$ cat config.mk
export PLATFORM = sky130hd
export DESIGN_NAME = rrc_matched_filter_demodulator
export DESIGN_NICKNAME = d
export VERILOG_FILES = /design/src/hw/rtl/rmfd_pkg.sv /design/src/hw/rtl/rmfd_digit_mac.sv /design/src/hw/rtl/rmfd_sum_queue.sv /design/src/hw/rtl/rrc_matched_filter_demodulator.sv
export VERILOG_INCLUDE_DIRS = /design/src /design/src/hw/rtl
export SDC_FILE = /design/constraint.sdc
export NUM_CORES = 1
export LEC_CHECK = 0
export BUFFER_PORTS_ARGS = -buffer_cell sky130_fd_sc_hd__buf_4
export CORE_MARGIN = 2
export CORE_UTILIZATION = 68
export CTS_CLUSTER_SIZE = 40
export DETAILED_ROUTE_END_ITERATION = 8
export PLACE_DENSITY = 0.85
export SLEW_MARGIN = 20
export SYNTH_ARGS = -nofsm -noshare
export SYNTH_HDL_FRONTEND = slang
export SYNTH_SLANG_ARGS = --single-unit
$ cat constraint.sdc
create_clock -name i_clk -period 26.5 [get_ports i_clk]
set_input_delay 1.325 -clock i_clk [delete_from_list [all_inputs] [get_ports i_clk]]
set_output_delay 1.325 -clock i_clk [all_outputs]
set_load 0.05 [all_outputs]
$ cat src/hw/rtl/rrc_matched_filter_demodulator_macros.svh
// Assertion macros shared by the RRC matched filter RTL.
// Included by modules that carry concurrent checks; needs no other file.
`ifndef RRC_MATCHED_FILTER_DEMODULATOR_MACROS_SVH
`define RRC_MATCHED_FILTER_DEMODULATOR_MACROS_SVH

// Same-cycle implication, disabled while reset is asserted.
`define RMFD_ASSERT_NOW(label, clk, rst_n, ante, cons, msg) \
    label: assert property (@(posedge clk) disable iff (!rst_n) (ante) |-> (cons)) \
        else $error(msg);

// Next-cycle implication, disabled while reset is asserted.
`define RMFD_ASSERT_NEXT(label, clk, rst_n, ante, cons, msg) \
    label: assert property (@(posedge clk) disable iff (!rst_n) (ante) |=> (cons)) \
        else $error(msg);

`endif

$ cat src/hw/rtl/rmfd_pkg.sv
// Package for the RRC matched filter: types, fixed widths and the
// build-time coefficient generator. No dependencies.
`default_nettype none

package rmfd_pkg;

    localparam int SAMPLE_W  = 16;
    localparam int SUM_W     = 24;
    localparam int INDEX_W   = 2;
    localparam int DIGIT_W   = 4;
    localparam int DIGITS    = SAMPLE_W / DIGIT_W;
    localparam int DIG_CNT_W = 2;

    localparam logic [63:0] Q30_ONE      = 64'd1073741824;
    localparam logic [63:0] Q30_PI       = 64'd3373259426;
    localparam logic [63:0] Q30_HALFPI   = 64'd1686629713;
    localparam logic [63:0] Q30_INVSQRT2 = 64'd759250125;

    localparam logic [63:0] SIN_DIV [6] = '{64'd156, 64'd110, 64'd72, 64'd42, 64'd20, 64'd6};
    localparam logic [63:0] COS_DIV [7] =
        '{64'd182, 64'd132, 64'd90, 64'd56, 64'd30, 64'd12, 64'd2};

    typedef enum logic [1:0] {
        ST_IDLE,
        ST_MAC,
        ST_DRAIN,
        ST_OUT
    } t_state;

    // sequencer -> digit multiplier
    typedef struct packed {
        logic run;
        logic first_dig;
        logic last_dig;
        logic first_tap;
        logic last_tap;
        logic zero_base;
    } t_mac_ctl;

    // digit multiplier -> accumulator queue, aligned with a finished product
    typedef struct packed {
        logic valid;
        logic first_tap;
        logic last_tap;
        logic zero_base;
    } t_prod_ctl;

    // Restoring long division, elaboration only.
    function automatic logic [63:0] rmfd_udiv(input logic [63:0] num, input logic [63:0] den);
        logic [63:0] q;
        logic [64:0] r;
        q = '0;
        r = '0;
        for (int b = 63; b >= 0; b--) begin
            r = {r[63:0], num[b]};
            if (r >= {1'b0, den}) begin
                r    = r - {1'b0, den};
                q[b] = 1'b1;
            end
        end
        return q;
    endfunction

    // Divide, rounding to nearest with ties away from zero.
    function automatic longint rmfd_rdiv(input longint n, input longint d);
        longint nn;
        longint dd;
        longint half;
        nn = n;
        dd = d;
        if (dd < 0) begin
            nn = -nn;
            dd = -dd;
        end
        half = dd >>> 1;
        if (nn >= 0) begin
            return longint'(rmfd_udiv(64'(nn + half), 64'(dd)));
        end
        return -longint'(rmfd_udiv(64'(-nn + half), 64'(dd)));
    endfunction

    // {sin, cos} in Q30 of a/d turns (angle 2*pi*a/d)
    function automatic logic [127:0] rmfd_sincos(input logic [63:0] a, input logic [63:0] d);
        logic [63:0] p;
        logic [63:0] quad;
        logic [63:0] rem;
        logic [63:0] th;
        logic [63:0] x2;
        logic [63:0] t;
        logic [63:0] sub;
        longint s0;
        longint c0;
        longint s;
        longint c;
        p    = a - rmfd_udiv(a, d) * d;
        quad = rmfd_udiv(4 * p, d);
        rem  = 4 * p - quad * d;
        th   = rmfd_udiv(rem * Q30_HALFPI + (d >> 1), d);
        x2   = (th * th) >> 30;
        t    = Q30_ONE;
        for (int k = 0; k < 6; k++) begin
            sub = rmfd_udiv((x2 * t) >> 30, SIN_DIV[k]);
            t   = (sub >= Q30_ONE) ? 64'd0 : Q30_ONE - sub;
        end
        s0 = longint'((th * t) >> 30);
        t  = Q30_ONE;
        for (int k = 0; k < 7; k++) begin
            sub = rmfd_udiv((x2 * t) >> 30, COS_DIV[k]);
            t   = (sub >= Q30_ONE) ? 64'd0 : Q30_ONE - sub;
        end
        c0 = longint'(t);
        case (quad[1:0])
            2'd0: begin
                s = s0;
                c = c0;
            end
            2'd1: begin
                s = c0;
                c = -s0;
            end
            2'd2: begin
                s = -s0;
                c = -c0;
            end
            default: begin
                s = -c0;
                c = s0;
            end
        endcase
        return {64'(s), 64'(c)};
    endfunction

    // Tap at t = u/(2n) symbols, u >= 0, with f fraction bits
    function automatic longint rmfd_tap(input longint u, input longint n, input longint rm,
                                        input longint f);
        longint one_s;
        longint pi_s;
        longint isq_s;
        longint p;
        longint q;
        longint den;
        longint kp;
        longint hpi;
        longint s;
        longint c;
        longint v;
        longint e;
        longint t2;
        logic [127:0] sc;
        one_s = longint'(Q30_ONE);
        pi_s  = longint'(Q30_PI);
        isq_s = longint'(Q30_INVSQRT2);
        p     = 500 * n;
        q     = rm * u;
        den   = p * p - q * q;
        kp    = rmfd_rdiv((1000 - rm) * pi_s + 4 * rm * one_s, 1000);
        if (u == 0) begin
            return longint'(1) << f;
        end
        if (den == 0) begin
            // singular point t = 1/(4R): analytic limit
            sc  = rmfd_sincos(64'd1000, 64'(8 * rm));
            s   = longint'(sc[127:64]);
            c   = longint'(sc[63:0]);
            v   = rmfd_rdiv((pi_s + 2 * one_s) * s + (pi_s - 2 * one_s) * c, one_s);
            hpi = rmfd_rdiv(rmfd_rdiv(v * isq_s, one_s) * rm, 1000);
        end else begin
            sc  = rmfd_sincos(64'((1000 - rm) * u), 64'(4000 * n));
            s   = longint'(sc[127:64]);
            sc  = rmfd_sincos(64'((1000 + rm) * u), 64'(4000 * n));
            c   = longint'(sc[63:0]);
            e   = s + rmfd_rdiv(q * c, p);
            t2  = rmfd_rdiv(e * 2 * n, u);
            hpi = rmfd_rdiv(t2 * p * p, den);
        end
        if (hpi > (longint'(1) << 36)) begin
            hpi = longint'(1) << 36;
        end
        if (hpi < -(longint'(1) << 36)) begin
            hpi = -(longint'(1) << 36);
        end
        return rmfd_rdiv(hpi * (longint'(1) << f), kp);
    endfunction

endpackage

`default_nettype wire

$ cat src/hw/rtl/rmfd_digit_mac.sv
// Sample ring and radix-16 digit-serial multiplier for the RRC filter.
// Depends on rmfd_pkg.
`default_nettype none

module rmfd_digit_mac import rmfd_pkg::*; #(
    parameter int N      = 4,
    parameter int COEF_W = 18
) (
    input  logic                             i_clk,
    input  logic                             i_rst_n,
    input  logic                             i_wr_en,
    input  logic        [INDEX_W-1:0]        i_wr_index,
    input  logic signed [SAMPLE_W-1:0]       i_wr_value,
    input  t_mac_ctl                         i_ctl,
    input  logic signed [COEF_W-1:0]         i_coef,
    output logic signed [SAMPLE_W+COEF_W-1:0] o_prod,
    output t_prod_ctl                        o_pctl
);

    localparam int RING_W = N * SAMPLE_W;
    localparam int PROD_W = SAMPLE_W + COEF_W;
    localparam int MUL_W  = DIGIT_W + 1 + COEF_W;

    // sample 0 sits at the top; while the multiplier runs the ring turns one digit a cycle and is home
    // again after every full pass over the samples
    logic        [RING_W-1:0]  r_ring;
    logic        [RING_W-1:0]  n_ring;
    logic signed [PROD_W-1:0]  r_prod;
    logic signed [PROD_W-1:0]  n_prod;
    logic signed [PROD_W-1:0]  w_shifted;
    t_prod_ctl                 r_pctl;
    logic        [DIGIT_W-1:0] w_dig;
    logic signed [DIGIT_W:0]   w_sdig;
    logic signed [MUL_W-1:0]   w_mul;

    always_comb begin
        n_ring = r_ring;
        if (i_ctl.run) begin
            n_ring = {r_ring[RING_W-DIGIT_W-1:0], r_ring[RING_W-1 -: DIGIT_W]};
        end else if (i_wr_en) begin
            for (int j = 0; j < N; j++) begin
                if (32'(i_wr_index) == j) begin
                    n_ring[(N-1-j)*SAMPLE_W +: SAMPLE_W] = i_wr_value;
                end
            end
        end
    end

    // MSB-first Horner: only the leading digit carries the sign
    always_comb begin
        w_dig     = r_ring[RING_W-1 -: DIGIT_W];
        w_sdig    = {w_dig[DIGIT_W-1] & i_ctl.first_dig, w_dig};
        w_mul     = MUL_W'(w_sdig) * MUL_W'(i_coef);
        w_shifted = i_ctl.first_dig ? '0 : (r_prod <<< DIGIT_W);
        n_prod    = w_shifted + PROD_W'(w_mul);
    end

    always_ff @(posedge i_clk) begin
        if (!i_rst_n) begin
            r_ring <= '0;
            r_pctl <= '0;
        end else begin
            r_ring           <= n_ring;
            r_pctl.valid     <= i_ctl.run & i_ctl.last_dig;
            r_pctl.first_tap <= i_ctl.first_tap;
            r_pctl.last_tap  <= i_ctl.last_tap;
            r_pctl.zero_base <= i_ctl.zero_base;
        end
    end

    always_ff @(posedge i_clk) begin
        if (i_ctl.run) begin
            r_prod <= n_prod;
        end
    end

    assign o_prod = r_prod;
    assign o_pctl = r_pctl;

endmodule

`default_nettype wire

$ cat src/hw/rtl/rmfd_sum_queue.sv
// Accumulator queue: truncates products, sums taps and shifts saturated
// entries through the queue. Depends on rmfd_pkg.
`default_nettype none

module rmfd_sum_queue import rmfd_pkg::*; #(
    parameter int N      = 4,
    parameter int L      = 16,
    parameter int COEF_W = 18,
    parameter int FRAC   = 16
) (
    input  logic                              i_clk,
    input  logic                              i_rst_n,
    input  logic signed [SAMPLE_W+COEF_W-1:0] i_prod,
    input  t_prod_ctl                         i_pctl,
    output logic signed [SUM_W-1:0]           o_oldest
);

    localparam int PROD_W  = SAMPLE_W + COEF_W;
    localparam int TRUNC_W = PROD_W - FRAC;
    localparam int MAX_W   = (SUM_W > TRUNC_W) ? SUM_W : TRUNC_W;
    localparam int ACC_W   = MAX_W + $clog2(N) + 1;

    logic signed [SUM_W-1:0]   r_q [L];
    logic signed [ACC_W-1:0]   r_acc;
    logic signed [ACC_W-1:0]   n_acc;
    logic signed [ACC_W-1:0]   w_start;
    logic signed [SUM_W-1:0]   w_base;
    logic signed [SUM_W-1:0]   w_sat;
    logic signed [TRUNC_W-1:0] w_floor;
    logic                      w_cin;
    logic                      w_ovf;

    generate
        if (L > 1) begin : g_base
            assign w_base = i_pctl.zero_base ? '0 : r_q[L-2];
        end else begin : g_base_zero
            assign w_base = '0;
        end
    endgenerate

    // toward-zero truncation: floor plus one for a negative product with
    // a non-zero fraction
    always_comb begin
        w_floor = i_prod[PROD_W-1:FRAC];
        w_cin   = i_prod[PROD_W-1] & (|i_prod[FRAC-1:0]);
        w_start = i_pctl.first_tap ? ACC_W'(w_base) : r_acc;
        n_acc   = w_start + ACC_W'(w_floor) + $signed({{(ACC_W-1){1'b0}}, w_cin});
        w_ovf   = (n_acc[ACC_W-1:SUM_W-1] != '0) && (n_acc[ACC_W-1:SUM_W-1] != '1);
        if (w_ovf) begin
            w_sat = {n_acc[ACC_W-1], {(SUM_W-1){~n_acc[ACC_W-1]}}};
        end else begin
            w_sat = n_acc[SUM_W-1:0];
        end
    end

    always_ff @(posedge i_clk) begin
        if (!i_rst_n) begin
            for (int m = 0; m < L; m++) begin
                r_q[m] <= '0;
            end
        end else if (i_pctl.valid && i_pctl.last_tap) begin
            r_q[0] <= w_sat;
            for (int m = 1; m < L; m++) begin
                r_q[m] <= r_q[m-1];
            end
        end
    end

    always_ff @(posedge i_clk) begin
        if (i_pctl.valid) begin
            r_acc <= n_acc;
        end
    end

    assign o_oldest = r_q[L-1];

endmodule

`default_nettype wire

$ cat src/hw/rtl/rrc_matched_filter_demodulator.sv
// Channel  | Handshake           | Payload
// ---------+---------------------+-----------------------------------------------
// input    | i_valid / o_ready   | i_sample_index, i_sample_value, i_end_of_symbol
// output   | o_valid / i_ready   | o_filter_sum
//
// A beat without end of symbol is written to the sample store; ready stays high.
// After an end-of-symbol beat, ready stays low until its sum is loaded;
// one radix-16 digit multiplier, four digits a product.
// The sum is held in an output register; a new sum waits only if the
// previous one has not been taken. Synchronous active-low reset clears the
// sample store and the queue at once.
// Top level of the RRC matched filter. Depends on rmfd_pkg, rmfd_digit_mac,
// rmfd_sum_queue and the assertion macro header.
`default_nettype none
`include "rrc_matched_filter_demodulator_macros.svh"

module rrc_matched_filter_demodulator import rmfd_pkg::*; #(
    parameter int SAMPLES_PER_SYMBOL = 4,
    parameter int SPAN_SYMBOLS       = 16,
    parameter int ROLLOFF_MILLI      = 400,
    parameter int COEF_FRAC_BITS     = 16
) (
    input  logic                       i_clk,
    input  logic                       i_rst_n,
    input  logic                       i_valid,
    output logic                       o_ready,
    input  logic        [INDEX_W-1:0]  i_sample_index,
    input  logic signed [SAMPLE_W-1:0] i_sample_value,
    input  logic                       i_end_of_symbol,
    output logic                       o_valid,
    input  logic                       i_ready,
    output logic signed [SUM_W-1:0]    o_filter_sum
);

    localparam int N         = SAMPLES_PER_SYMBOL;
    localparam int L         = SPAN_SYMBOLS;
    localparam int COEF_W    = COEF_FRAC_BITS + 2;
    localparam int PROD_W    = SAMPLE_W + COEF_W;
    localparam int ROM_DEPTH = N * L;
    localparam int AW        = (ROM_DEPTH > 1) ? $clog2(ROM_DEPTH) : 1;
    localparam int JW        = (N > 1) ? $clog2(N) : 1;
    localparam int KW        = (L > 1) ? $clog2(L) : 1;

    t_state                  r_state;
    t_state                  n_state;
    logic [DIG_CNT_W-1:0]    r_dig;
    logic [DIG_CNT_W-1:0]    n_dig;
    logic [JW-1:0]           r_tap;
    logic [JW-1:0]           n_tap;
    logic [KW-1:0]           r_ent;
    logic [KW-1:0]           n_ent;
    logic [AW-1:0]           r_addr;
    logic [AW-1:0]           n_addr;
    logic                    r_out_valid;
    logic                    n_out_valid;
    logic signed [SUM_W-1:0] r_sum;
    logic                    w_load;
    logic                    w_in_beat;
    t_mac_ctl                w_ctl;
    t_prod_ctl               w_pctl;
    logic signed [PROD_W-1:0] w_prod;
    logic signed [SUM_W-1:0] w_oldest;
    logic signed [COEF_W-1:0] w_coef;
    logic signed [COEF_W-1:0] w_coef_tab [ROM_DEPTH];

    // coefficient ROM, entry i*N + j, built at elaboration
    generate
        for (genvar g = 0; g < ROM_DEPTH; g++) begin : g_rom
            localparam int TI = g / SAMPLES_PER_SYMBOL;
            localparam int TJ = g % SAMPLES_PER_SYMBOL;
            localparam int TU = 2 * N * TI - L * N + 2 * TJ;
            localparam longint TAP = rmfd_tap(longint'((TU < 0) ? -TU : TU), longint'(N),
                                              longint'(ROLLOFF_MILLI),
                                              longint'(COEF_FRAC_BITS));
            assign w_coef_tab[g] = COEF_W'(TAP);
        end
    endgenerate

    assign w_coef    = w_coef_tab[r_addr];
    assign w_in_beat = i_valid & o_ready;

    // entries run from the oldest down to entry 0; each shift of the queue
    // brings the next base value to the tap below the oldest
    always_comb begin
        n_state         = r_state;
        n_dig           = r_dig;
        n_tap           = r_tap;
        n_ent           = r_ent;
        n_addr          = r_addr;
        w_load          = 1'b0;
        w_ctl.run       = (r_state == ST_MAC);
        w_ctl.first_dig = (r_dig == '0);
        w_ctl.last_dig  = (r_dig == DIG_CNT_W'(DIGITS - 1));
        w_ctl.first_tap = (r_tap == '0);
        w_ctl.last_tap  = (r_tap == JW'(N - 1));
        w_ctl.zero_base = (r_ent == KW'(L - 1));
        case (r_state)
            ST_IDLE: begin
                if (i_valid && i_end_of_symbol) begin
                    n_state = ST_MAC;
                    n_dig   = '0;
                    n_tap   = '0;
                    n_ent   = '0;
                    n_addr  = AW'((L - 1) * N);
                end
            end
            ST_MAC: begin
                if (w_ctl.last_dig) begin
                    n_dig = '0;
                    if (w_ctl.last_tap) begin
                        n_tap  = '0;
                        n_addr = r_addr - AW'(2 * N - 1);
                        if (w_ctl.zero_base) begin
                            n_state = ST_DRAIN;
                        end else begin
                            n_ent = r_ent + 1'b1;
                        end
                    end else begin
                        n_tap  = r_tap + 1'b1;
                        n_addr = r_addr + 1'b1;
                    end
                end else begin
                    n_dig = r_dig + 1'b1;
                end
            end
            ST_DRAIN: begin
                n_state = ST_OUT;
            end
            ST_OUT: begin
                if (!r_out_valid || i_ready) begin
                    w_load  = 1'b1;
                    n_state = ST_IDLE;
                end
            end
            default: begin
                n_state = ST_IDLE;
            end
        endcase
        n_out_valid = w_load | (r_out_valid & ~i_ready);
    end

    always_ff @(posedge i_clk) begin
        if (!i_rst_n) begin
            r_state     <= ST_IDLE;
            r_dig       <= '0;
            r_tap       <= '0;
            r_ent       <= '0;
            r_addr      <= '0;
            r_out_valid <= 1'b0;
        end else begin
            r_state     <= n_state;
            r_dig       <= n_dig;
            r_tap       <= n_tap;
            r_ent       <= n_ent;
            r_addr      <= n_addr;
            r_out_valid <= n_out_valid;
        end
    end

    always_ff @(posedge i_clk) begin
        if (w_load) begin
            r_sum <= w_oldest;
        end
    end

    rmfd_digit_mac #(
        .N      (N),
        .COEF_W (COEF_W)
    ) u_mac (
        .i_clk      (i_clk),
        .i_rst_n    (i_rst_n),
        .i_wr_en    (w_in_beat),
        .i_wr_index (i_sample_index),
        .i_wr_value (i_sample_value),
        .i_ctl      (w_ctl),
        .i_coef     (w_coef),
        .o_prod     (w_prod),
        .o_pctl     (w_pctl)
    );

    rmfd_sum_queue #(
        .N      (N),
        .L      (L),
        .COEF_W (COEF_W),
        .FRAC   (COEF_FRAC_BITS)
    ) u_queue (
        .i_clk    (i_clk),
        .i_rst_n  (i_rst_n),
        .i_prod   (w_prod),
        .i_pctl   (w_pctl),
        .o_oldest (w_oldest)
    );

    assign o_ready      = (r_state == ST_IDLE);
    assign o_valid      = r_out_valid;
    assign o_filter_sum = r_sum;

    `RMFD_ASSERT_NEXT(a_eos_starts_mac, i_clk, i_rst_n,
        w_in_beat && i_end_of_symbol, r_state == ST_MAC, "end-of-symbol beat did not start MAC")
    `RMFD_ASSERT_NOW(a_drain_has_last_product, i_clk, i_rst_n,
        r_state == ST_DRAIN, w_pctl.valid && w_pctl.last_tap && w_pctl.zero_base,
        "drain cycle without the final product")
    `RMFD_ASSERT_NOW(a_valid_rises_from_out, i_clk, i_rst_n,
        $rose(o_valid), $past(r_state == ST_OUT), "sum presented outside output state")
    `RMFD_ASSERT_NEXT(a_out_loads, i_clk, i_rst_n,
        r_state == ST_OUT && (!o_valid || i_ready), r_state == ST_IDLE && o_valid,
        "free output register not loaded")

endmodule

`default_nettype wire

==> flow_summary.toml <==
[status]
outcome = "finished clean"

[logic_synthesis]
synthesis.nets = 2672
synth_enable_flop_cells = 469
yosysSeqAreaShare = 0.550
yosysWarnings = 0
synth_ff_type = "edfxtp_1"
synth_async_sr_flop_share = 0
postSynthCellCount = 2422
synth_area_per_cell_um2 = 11.9
synth_cell_type_count = 78
synth-seq-cells = 554
syn_area_um2 = 28700

[cells_and_area]
drive_gt1_frac = 0.0834
area_delta_synth_final_pct = 9.08
nets = 2679
fillCellCount = 2559
fin_util = 0.748
multi_input_area_um2 = 12000
fin_area_um2 = 31300
register_area_um2 = 15800
fin_cells = 3010
num_antenna_cells = 0

[global_route]
overflow = 0
grt_util_all_layers = 0.274
antenna_found_initial = 1
grt_pass1_wl_mm = 94.8
grt_max_degree = 124
grt_pass1_vias = 18000

[floorplanning]
die_x_um = 210
die_y_um = 210
core_area_um2 = 41900
num_io_pins = 49
initial_utilization = 0.686
dieArea_um2 = 43900
rows = 75

[min_path]
worstHoldEndpoint = "o_filter_sum[12]"
hold_path.class = "flip-flop to flip-flop"
hold_start = "u_queue.r_q[15][12]"
whs_path_depth = 0

[power_and_ir_drop]
p_total_uw = 3420
power_density_nw_per_um2 = 109
cellLeakagePower_uw = 0.0127
ir_drop_mv = 0.0861

[placed_design]
gp_congestion = 0.950
port_buffers = 48
post-place-cells = 2910
place_area_um2 = 29500
dp_hpwl_mm = 38.2

[worst_setup_path]
crit_fanout = 22
critical_path_class = "flip-flop to flip-flop"
r2r_cells = 27
endpoint_kind = "flip-flop"
r2r-end = "u_mac.o_prod[30]"
crit_required_ns = 26.83
r2r_slack_ns = 18.08
critPathArrivalTime_ns = 8.75
setup.worst_path.start = "r_addr[0]"
regToRegStartpoint = "r_addr[0]"
startpoint_type = "flip-flop"

[cts]
ctsResizeCount = 0
insertion_delay_ns = 0.61
cts_buffer_depth = 3
cts-hold-fix-buffers = 0
root_buffer = "clkbuf_16"
h-tree-depth = 2
cts_sinks = 554
cts_tree = "yes"
clkTransAtPathRegs_ns = 0.06
post-cts-setup-buffers = 0
cts_buffers = 54

[route]
dr_wl_met2_mm = 27.9
vias = 18000
top_layer_used = "met4"
wl_met3_mm = 3.64
drtIter0Drc = 1630
wl_mm = 58.7
dr.pass1.iters = 7
drc_errors = 0
wl_met1_mm = 25.8
postRouteAntennaNets = 0
routedWlPerCell_um = 19.5
vias_per_cell = 5.99

[timing]
max_freq_ghz = 0.119
tightest_slew_ns = 1.14
drv_slew = 0
skew_ns = 0.0356
hold_viol = 0
fin_crit_sh = 0.318
fin_tns_setup_ns = 0
rsz0062_at_grt = "false"
setup_violations = 0
slew_headroom = 0.239
fin_crit_ns = 8.42

[run]
cap_violations = 0
cells in the final DEF, fill, tap and decap left out, types with 5 or more instances in the layout:
cell type / n
nand2_1: 154
o21a_1: 17
clkbuf_16: 57
a21oi_2: 20
o31ai_1: 6
edfxtp_1: 469
clkbuf_1: 6
ha_1: 117
clkinv_1: 11
o211ai_1: 9
o21bai_1: 9
nor2_1: 148
nor2b_1: 43
nand4_1: 6
nand3b_1: 5
dfxtp_1: 85
a211oi_1: 16
a31oi_1: 17
clkinv_2: 13
nand2b_1: 16
a21o_1: 23
a22oi_1: 50
o21ai_0: 80
a311oi_1: 5
or3_1: 8
bufinv_16: 5
a21oi_1: 157
xor2_1: 26
buf_4: 70
mux2i_1: 23
o21ai_1: 8
inv_1: 125
xnor2_1: 32
nand3_1: 20
nor3_1: 16
o22ai_1: 5
and2_1: 401
fa_1: 109
metal layers:
metal / track usage / up-vias
li1: - / 8456
met1: 0.395 / 8822
met2: 0.440 / 631
met3: 0.0395 / 125
met4: 0.0827 / 0
met5: 0 / -
kinds of logic (layout without fill, tap and decap cells):
family                   count (synthesis)  after routing  synth area share
XOR/XNOR                                59             59            0.0183
AND/OR/NAND/NOR                        841            841             0.156
multiplexers                            28             28            0.0115
AO/OA/AOI/OAI                          458            458             0.103
buffers and inverters                  254            303            0.0343
adder cells (fa/ha/maj)                228            228             0.128
flip-flops                             554            554             0.550
through the flow:
stage | setup WS [ns] | hold WS [ns]
after floorplan | 15.69 | 0.400
after global placement | 18.53 | 0.402
after detailed placement | 18.28 | 0.405
after CTS | 18.18 | 0.417
after global routing | 17.46 | 0.428
final | 18.08 | 0.416
worst max-delay path, stage by stage, from the launching register on:
cell,delay (ns)
dfxtp_1,0.84
clkinv_1,0.54
ha_1,0.66
nand2b_1,0.30
nand3_1,0.11
o31ai_1,0.09
o21ai_0,0.11
a21oi_1,0.40
nand3_1,0.17
fa_1,0.54
fa_1,0.57
inv_1,0.06
fa_1,0.57
inv_1,0.07
fa_1,0.49
inv_1,0.07
ha_1,0.18
inv_1,0.06
fa_1,0.41
nor2b_1,0.14
o21ai_0,0.11
a2111o_1,0.44
a31oi_1,0.24
a21o_1,0.22
a41o_1,0.27
a311o_1,0.20
a21oi_1,0.09
xnor2_1,0.13
report_power, final:
part | switching [µW] | leakage, µW | internal, µW | total, µW
clock | 330 | 0.000896 | 449 | 778
sequential | 70.1 | 0.00543 | 1090 | 1160
combinational | 944 | 0.00638 | 542 | 1490
worst max-delay path by stage:
| stage | end | cells past startpoint |
|---|---|---|
| floorplan | u_queue.r_q[0][0] | 3 |
| global placement | u_mac.o_prod[33] | 25 |
| detailed placement | u_mac.o_prod[33] | 26 |
| CTS | u_mac.o_prod[33] | 26 |
| global route | u_mac.o_prod[33] | 26 |
| finish | u_mac.o_prod[30] | 27 |
state kept, by name, summed over array words and instances, names as in the netlist:
register	cells
u_queue.r_q	384
r_tap	2
r_dig	2
o_filter_sum	24
r_ent	4
u_mac.r_ring	64
r_addr	6
u_mac.o_pctl	4
o_valid	1
u_mac.o_prod	34
u_queue.r_acc	27
r_state	2
cells in the mapped netlist, types with 6 or more instances:
cell type / n / area, µm²
dfxtp_1: 85 / 1700
o21bai_1: 9 / 67.6
a21oi_1: 157 / 786
nor2b_1: 44 / 275
inv_1: 125 / 469
o21ai_1: 8 / 40.0
nand2b_1: 16 / 100
o31ai_1: 6 / 45.0
clkinv_1: 7 / 26.3
nand3_1: 20 / 100
edfxtp_1: 469 / 14100
o211ai_1: 9 / 67.6
a22oi_1: 50 / 375
a31oi_1: 17 / 106
and2_1: 401 / 2510
nor2_1: 151 / 567
clkbuf_1: 103 / 387
a21oi_2: 20 / 175
ha_1: 118 / 1480
or3_1: 8 / 50.1
o21a_1: 17 / 128
a211oi_1: 16 / 120
mux2i_1: 23 / 230
xor2_1: 26 / 228
nand2_1: 155 / 582
nand4_1: 6 / 37.5
xnor2_1: 32 / 280
fa_1: 109 / 2180
o21ai_0: 80 / 400
buf_1: 13 / 48.8
a21o_1: 23 / 173
nor3_1: 16 / 80.1
final cells by class:
type	instances	share of cell area
flip-flops and latches	554	0.504
multi-input cells	1614	0.383
clock buffers	65	0.0471
well taps	539	0.0215
repair buffers	72	0.0176
inverters	133	0.0159
clock inverters	33	0.0111
Note: power is estimated with default switching activity, not from simulation.
